$ cat config.mk
export PLATFORM = sky130hd
export DESIGN_NAME = vvtp_div
export DESIGN_NICKNAME = d
export VERILOG_FILES = /design/src/hdl/vertex_view_transform_project_defines.svh /design/src/hdl/vvtp_pkg.sv /design/src/hdl/vvtp_div.sv
export SDC_FILE = /design/constraint.sdc
export NUM_CORES = 2
export LEC_CHECK = 0
export BUFFER_PORTS_ARGS = -buffer_cell sky130_fd_sc_hd__clkbuf_2
export CAP_MARGIN = 20
export CORE_UTILIZATION = 37
export CTS_CLUSTER_SIZE = 25
export DETAILED_ROUTE_END_ITERATION = 10
export PLACE_DENSITY = 0.61
export SYNTH_ARGS = -nofsm -noshare
export SYNTH_HDL_FRONTEND = slang
export SYNTH_SLANG_ARGS = --single-unit
$ cat constraint.sdc
create_clock -name clk_i -period 6.7 [get_ports clk_i]
set_input_delay 0.335 -clock clk_i [delete_from_list [all_inputs] [get_ports clk_i]]
set_output_delay 0.335 -clock clk_i [all_outputs]
set_load 0.01 [all_outputs]
$ cat src/hdl/vertex_view_transform_project_defines.svh
// ----------------------------------------------------------------------------
// Vertex view transform: assertion macros
// Shared concurrent assertion forms, clocked on clk_i and disabled in reset.
// ----------------------------------------------------------------------------
`ifndef VERTEX_VIEW_TRANSFORM_PROJECT_DEFINES_SVH
`define VERTEX_VIEW_TRANSFORM_PROJECT_DEFINES_SVH

// same-cycle implication
`define VVTP_ASSERT_NOW(lbl, ante, cons, msg) \
  lbl: assert property (@(posedge clk_i) disable iff (!rst_ni) (ante) |-> (cons)) \
    else $error(msg);

// next-cycle implication
`define VVTP_ASSERT_NXT(lbl, ante, cons, msg) \
  lbl: assert property (@(posedge clk_i) disable iff (!rst_ni) (ante) |=> (cons)) \
    else $error(msg);

`endif

$ cat src/hdl/vvtp_pkg.sv
// ----------------------------------------------------------------------------
// Vertex view transform package
// Shared widths, register codes and saturation helper.
// ----------------------------------------------------------------------------
`default_nettype none

package vvtp_pkg;

  // divider operand widths and quotient bits
  localparam int NUM_W = 46;
  localparam int DEN_W = 33;
  localparam int QB    = 17;

  typedef enum logic [2:0] {
    CFG_CAM_X    = 3'd0,
    CFG_CAM_Y    = 3'd1,
    CFG_CAM_Z    = 3'd2,
    CFG_AZM      = 3'd3,
    CFG_ALT      = 3'd4,
    CFG_ROLL     = 3'd5,
    CFG_SCREEN_W = 3'd6,
    CFG_SCREEN_H = 3'd7
  } vvtp_cfg_e;

  // sideband that rides alongside the divider
  typedef struct packed {
    logic signed [31:0] depth;
    logic               front;
  } vvtp_side_t;

  function automatic logic signed [31:0] sat32(input logic signed [63:0] v);
    logic signed [31:0] r;
    if (v > 64'sh0000_0000_7FFF_FFFF) begin
      r = 32'sh7FFF_FFFF;
    end else if (v < -64'sh0000_0000_8000_0000) begin
      r = 32'sh8000_0000;
    end else begin
      r = v[31:0];
    end
    return r;
  endfunction

endpackage

`default_nettype wire

$ cat src/hdl/vvtp_div.sv
// ----------------------------------------------------------------------------
// Pipelined restoring divider
// Magnitude quotient, one bit per stage, signed result saturated to 16 bits.
// Stages in order: overflow check, 17 quotient bits, saturate.
// ----------------------------------------------------------------------------
`default_nettype none

module vvtp_div (
  input  logic                          clk_i,
  input  logic                          en_i,
  input  logic [vvtp_pkg::NUM_W-1:0]    num_i,
  input  logic [vvtp_pkg::DEN_W-1:0]    den_i,
  input  logic                          neg_i,
  output logic signed [15:0]            q_o
);
  import vvtp_pkg::*;

  localparam int CW = DEN_W + QB;

  logic [NUM_W-1:0] rem_q [QB+1];
  logic [DEN_W-1:0] den_q [QB+1];
  logic [QB-1:0]    quo_q [QB+1];
  logic             neg_q [QB+1];
  logic             ovf_q [QB+1];

  // load operands; flag a quotient too large for QB bits
  always_ff @(posedge clk_i) begin
    if (en_i) begin
      rem_q[0] <= num_i;
      den_q[0] <= den_i;
      quo_q[0] <= '0;
      neg_q[0] <= neg_i;
      ovf_q[0] <= CW'(num_i) >= {den_i, {QB{1'b0}}};
    end
  end

  // one quotient bit per stage, most significant first
  for (genvar k = 1; k <= QB; k++) begin : g_bit
    localparam int Sh = QB - k;
    logic [CW:0] trial_w;
    assign trial_w = (CW+1)'(rem_q[k-1]) - (CW+1)'({den_q[k-1], {Sh{1'b0}}});
    always_ff @(posedge clk_i) begin
      if (en_i) begin
        den_q[k] <= den_q[k-1];
        neg_q[k] <= neg_q[k-1];
        ovf_q[k] <= ovf_q[k-1];
        if (!trial_w[CW]) begin
          rem_q[k] <= trial_w[NUM_W-1:0];
          quo_q[k] <= quo_q[k-1] | (QB'(1) << Sh);
        end else begin
          rem_q[k] <= rem_q[k-1];
          quo_q[k] <= quo_q[k-1];
        end
      end
    end
  end

  // apply sign and saturate
  always_ff @(posedge clk_i) begin
    if (en_i) begin
      if (neg_q[QB]) begin
        if (ovf_q[QB] || quo_q[QB] > QB'(32768)) begin
          q_o <= 16'sh8000;
        end else begin
          q_o <= 16'(-quo_q[QB]);
        end
      end else begin
        if (ovf_q[QB] || quo_q[QB] > QB'(32767)) begin
          q_o <= 16'sh7FFF;
        end else begin
          q_o <= quo_q[QB][15:0];
        end
      end
    end
  end

endmodule

`default_nettype wire

# Word-level counts from Yosys, hierarchy flattened
# Memories as Yosys holds them, arrays and structs flattened.
# Cells that the tools add are included.
[classes]
add_sub_neg = 18
n_mux = 141
n_reduce_logical = 2
n_eq_ne = 0
shifts = 0
div_mod_pow = 0
n_lt_le_gt_ge = 3
bitwise_logic = 34
mul = 0
[ops]
columns = ["operator", "n"]
rows = [
  ["46-bit 2-to-1 mux", 17],
  ["17-bit 2-to-1 mux", 17],
  ["1-bit 2-to-1 mux", 104],
  ["46-bit by 50-bit >= comparator with 1-bit output", 1],
  ["46-bit by 49-bit subtractor with 50-bit output", 1],
  ["46-bit by 48-bit subtractor with 49-bit output", 1],
  ["16-bit 2-to-1 mux", 3],
  ["46-bit by 47-bit subtractor with 48-bit output", 1],
  ["46-bit by 33-bit subtractor with 47-bit output", 1],
  ["46-bit by 34-bit subtractor with 47-bit output", 1],
  ["46-bit by 35-bit subtractor with 47-bit output", 1],
  ["46-bit by 36-bit subtractor with 47-bit output", 1],
  ["46-bit by 37-bit subtractor with 47-bit output", 1],
  ["46-bit by 38-bit subtractor with 47-bit output", 1],
  ["46-bit by 39-bit subtractor with 47-bit output", 1],
  ["46-bit by 40-bit subtractor with 47-bit output", 1],
  ["46-bit by 41-bit subtractor with 47-bit output", 1],
  ["46-bit by 42-bit subtractor with 47-bit output", 1],
  ["46-bit by 43-bit subtractor with 47-bit output", 1],
  ["46-bit by 44-bit subtractor with 47-bit output", 1],
  ["46-bit by 45-bit subtractor with 47-bit output", 1],
  ["46-bit by 46-bit subtractor with 47-bit output", 1],
  ["1-bit OR", 34],
  ["17-bit by 15-bit greater-than comparator with 1-bit output, second input constant", 1],
  ["3 further kinds", 4],
]
[word_totals]
latch_bits = 0
in_bits = 82
wordCells = 204
ram_bits = 1764
n_memories = 5
regBits = 16
romBits = 0
out_inout_bits = 16
[mem_list]
columns = ["memory", "depth", "width", "rd", "rd_clocked_by_memory_dff", "write_ports", "line_no", "rtl"]
rows = [
  ["rem_q", 18, 46, 17, 0, 18, "vvtp_div.sv:20", "logic [NUM_W-1:0] rem_q [QB+1];"],
  ["den_q", 18, 33, 17, 0, 18, "vvtp_div.sv:21", "logic [DEN_W-1:0] den_q [QB+1];"],
  ["quo_q", 18, 17, 18, 0, 18, "vvtp_div.sv:22", "logic [QB-1:0] quo_q [QB+1];"],
  ["neg_q", 18, 1, 18, 0, 18, "vvtp_div.sv:23", "logic neg_q [QB+1];"],
  ["ovf_q", 18, 1, 18, 0, 18, "vvtp_div.sv:24", "logic ovf_q [QB+1];"],
]

# Logic depth before layout (Yosys ltp)
[logic_depth]
depth_word = 5
ltp_mapped = 16
mapped_depth_nobuf = 15

# Worst setup path after synthesis
# Ideal clock, no wire load.
[synth_timing]
path_kind = "register to register"
startpoint = "memory rem_q[12][4], in the netlist rem_q[6][4]"
endpoint = "memory rem_q[13][5], in the netlist rem_q[6][51], data pin"
setup_ps = 260
path_buffers = 1
slack_ps = 3301
t_arrival_ps = 3140
path_stages_with_launch = 14
period_less_slack_ps = 3399
required_ps = 6440
path_cell_list = "edfxtp_1 > inv_1 > ha_1 > inv_1 > fa_1 > nand3_1 > a31oi_1 > a221oi_1 > a2111oi_2 > a311oi_2 > o21ai_2 > a211oi_2 > buf_2 > mux2_2"
[synth_rtl]
columns = ["item", "line_no"]
rows = [
  ["start, declared", "vvtp_div.sv:20"],
]

==> results.yml <==
run_status:
  run_status: "finished clean"
sta:
  finClkSkew_ps: 29.48
  setup_tns_ps: 0
  fmax_ghz: 0.2035
  maxSlewViolCount: 0
  holdWs_ps: 238.2
  finalCritPeriodShare_pct: 73.35
  worst_pin_slew_ps: 1258
  setup_viol: 0
  hold_viol: 0
  min_period_ps: 4915
  rsz0062_at_grt: "no"
  slew_headroom_pct: 16.11
drt:
  ant_nets: 0
  viasPerCell: 5.166
  dr.pass1.iters: 6
  vias: 56069
  wire_per_inst_um: 18.47
  dr.first_iter.drc_count: 3163
  wl_um: 200400
  drc: 0
clock_network:
  cts_sinks: 1548
  cts_max_path_buffers: 3
  cts_tree: "done"
  clk_pin_slew_ps: 60
  postCtsSetupRepairBufs: 0
  cts_made_buffers: 173
  cts_root_buf: "clkbuf_16"
  cts_htree_levels: 4
  insertion_delay_ps: 820
placement:
  place.gp.congestion: 0.9036
  io_buffers: 97
  place_area_um2: 88220
  dpl.hpwl_um: 153600
synth:
  synth_flop_cell: "edfxtp_1"
  ys_ff_latch: 1548
  synth.distinct_cells: 91
  synth.cell_area_um2: 84280
  ys_top_cells_by_count: "edfxtp_1, inv_1, nand2_1"
  syn_nets: 8213
  avgSynthCellArea_um2: 11.19
  synth-async-reset-ratio_pct: 0
  synthTopCellsByArea: "edfxtp_1, ha_1, o21ai_0, a21oi_1, inv_1"
  synth_edf_count: 1548
  synth_top_area_share_pct: 55.16
  yosys.area.top_type: "edfxtp_1"
  synth_cells: 7530
  yosysMostFrequentCell: "edfxtp_1"
  ys.warnings.count: 0
  yosysSeqAreaShare_pct: 55.16
power_and_ir_drop:
  powerDensity_nw_per_um2: 415.7
  leakage_nw: 37.74
  power_mw: 39.40
  ir_drop_v: 0.0002348
job:
  cap_violations: 0
worst_setup_path:
  cp-start-kind: "register"
  crit_path_cell_trace: "inv_1 > ha_1 > inv_1 > fa_1 > a21o_1 > nand4_1 > nand3_1 > a21oi_1 > a211oi_1 > a2111oi_0 > o31ai_1 > nor3_2 > buf_12 > inv_2 > and4b_1 > xor2_1"
  worstSetupEndpointType: "register"
  cp_slowest_cell: "a2111oi_0"
  path_max_fanout: 50
  cpPeakStageDelay_ps: 1010
  worst-setup-path-type: "reg2reg"
  arrival_ps: 5460
  worstPathRequired_ps: 7240
  crit_top_cell: "inv_1"
floorplanning:
  initial_core_util_pct: 37.37
  ios: 98
  core_area_um2: 225500
  dieArea_um2: 229700
  rows: 174
  die_x_um: 479.3
  die_h_um: 479.3
layout:
  drive_gt1_share_pct: 6.883
  finish.net_count: 8403
  area_growth_pct: 12.44
  fillers: 21013
  stdcell_area_um2: 94770
grt:
  antenna_found_initial: 3
  gr-total-overflow: 0
  first_global_vias: 57939
  grt_pass1_wl_um: 311800
  grt_max_degree: 184
  grtUsageTotal_pct: 17.22
hold_path:
  hold_path.class: "in2reg"
[where the power goes]
group	leakage, nW	switching, mW	total, mW	internal, mW
clock	2.76	3.99	9.52	5.53
combinational	19.9	8.83	15.0	6.19
sequential	15.0	1.28	14.9	13.6
total	37.7	14.1	39.4	25.3
[what timing repair did]
item,4_1_cts,5_1_grt
resized for setup,0,0
hold buffers,81,0
hold endpoints to repair,105,0
[kinds of logic (layout without fill, tap and decap cells)]
kind of cell | Yosys count | in the layout | synth area share [%]
mux | 73 | 73 | 0.9605
simple gates | 1792 | 1792 | 10.02
buf+inv | 955 | 1285 | 4.316
xor+xnor | 501 | 501 | 5.206
compound gates | 2060 | 2060 | 15.27
other cells | 0 | 1 | 0
flops | 1548 | 1548 | 55.16
fa+ha+maj | 601 | 601 | 9.065
[state kept, by name, indices dropped and copies added, names as in the netlist]
name	cells
quo_q	153
q_o	16
ovf_q	18
rem_q	782
neg_q	18
den_q	561
[path summary, 6_finish.rpt]
path	cells past startpoint	slack [ps]	endpoint	startpoint
max reg2reg	16	1790	rem_q[4][87]$_DFFE_PP_	rem_q[4][8]$_DFFE_PP_
max	16	1790	rem_q[4][87]$_DFFE_PP_	rem_q[4][8]$_DFFE_PP_
min	2	240	den_q[0][5]$_DFFE_PP_	den_i[5]
min reg2reg	0	410	rem_q[5][48]$_DFFE_PP_	rem_q[5][2]$_DFFE_PP_
[critical path, delay by kind of cell (launching register included)]
kind | cells | cell delay [ps]
buffers and inverters | 4 | 610
AO/OA/AOI/OAI | 5 | 1940
adder cells (fa/ha/maj) | 2 | 570
XOR/XNOR | 1 | 140
AND/OR/NAND/NOR | 4 | 960
flip-flops | 1 | 360
[per-stage QoR]
stage | setup slack (ps) | cells | util [%]
final | 1785 | 10853 | 42.02
after global routing | 1528 | 10853 | 42.02
after CTS | 1699 | 10850 | 42.00
after detailed placement | 1734 | 10454 | 39.11
after global placement | 823.7 | 10453 | 39.11
after floorplan | 3301 | 7530 | -
[cell type report]
class | count | area (um2) | share of cell area (%)
repair buffers | 228 | 1785 | 1.884
clock inverters | 108 | 1235 | 1.303
inverters | 742 | 2785 | 2.939
multi-input cells | 5027 | 34270 | 36.17
clock buffers | 207 | 4457 | 4.703
flip-flops and latches | 1548 | 46480 | 49.05
well taps | 2992 | 3744 | 3.950
diodes | 1 | 2.502 | 0.002641
[metal layers]
metal / routed length, um / global-route usage [%]
met3: 5684 / 2.307
met5: 0 / 0
met1: 74240 / 17.01
met2: 110200 / 34.36
met4: 10300 / 8.876
[layout by cell type, fill, tap and decap left out, types with 80 or more instances in the layout]
cell type / n
nor2b_1: 81
nand2b_1: 80
nand2_1: 665
o21a_1: 80
ha_1: 585
inv_1: 739
a21oi_1: 580
edfxtp_1: 1548
o21ai_0: 582
nand4_1: 86
nor2_1: 411
clkbuf_2: 96
nand3_1: 109
xor2_1: 235
a21o_1: 296
xnor2_1: 266
nor3_1: 98
clkbuf_16: 173
dlygate4sd3_1: 81
(Power assumes the default switching activity.)
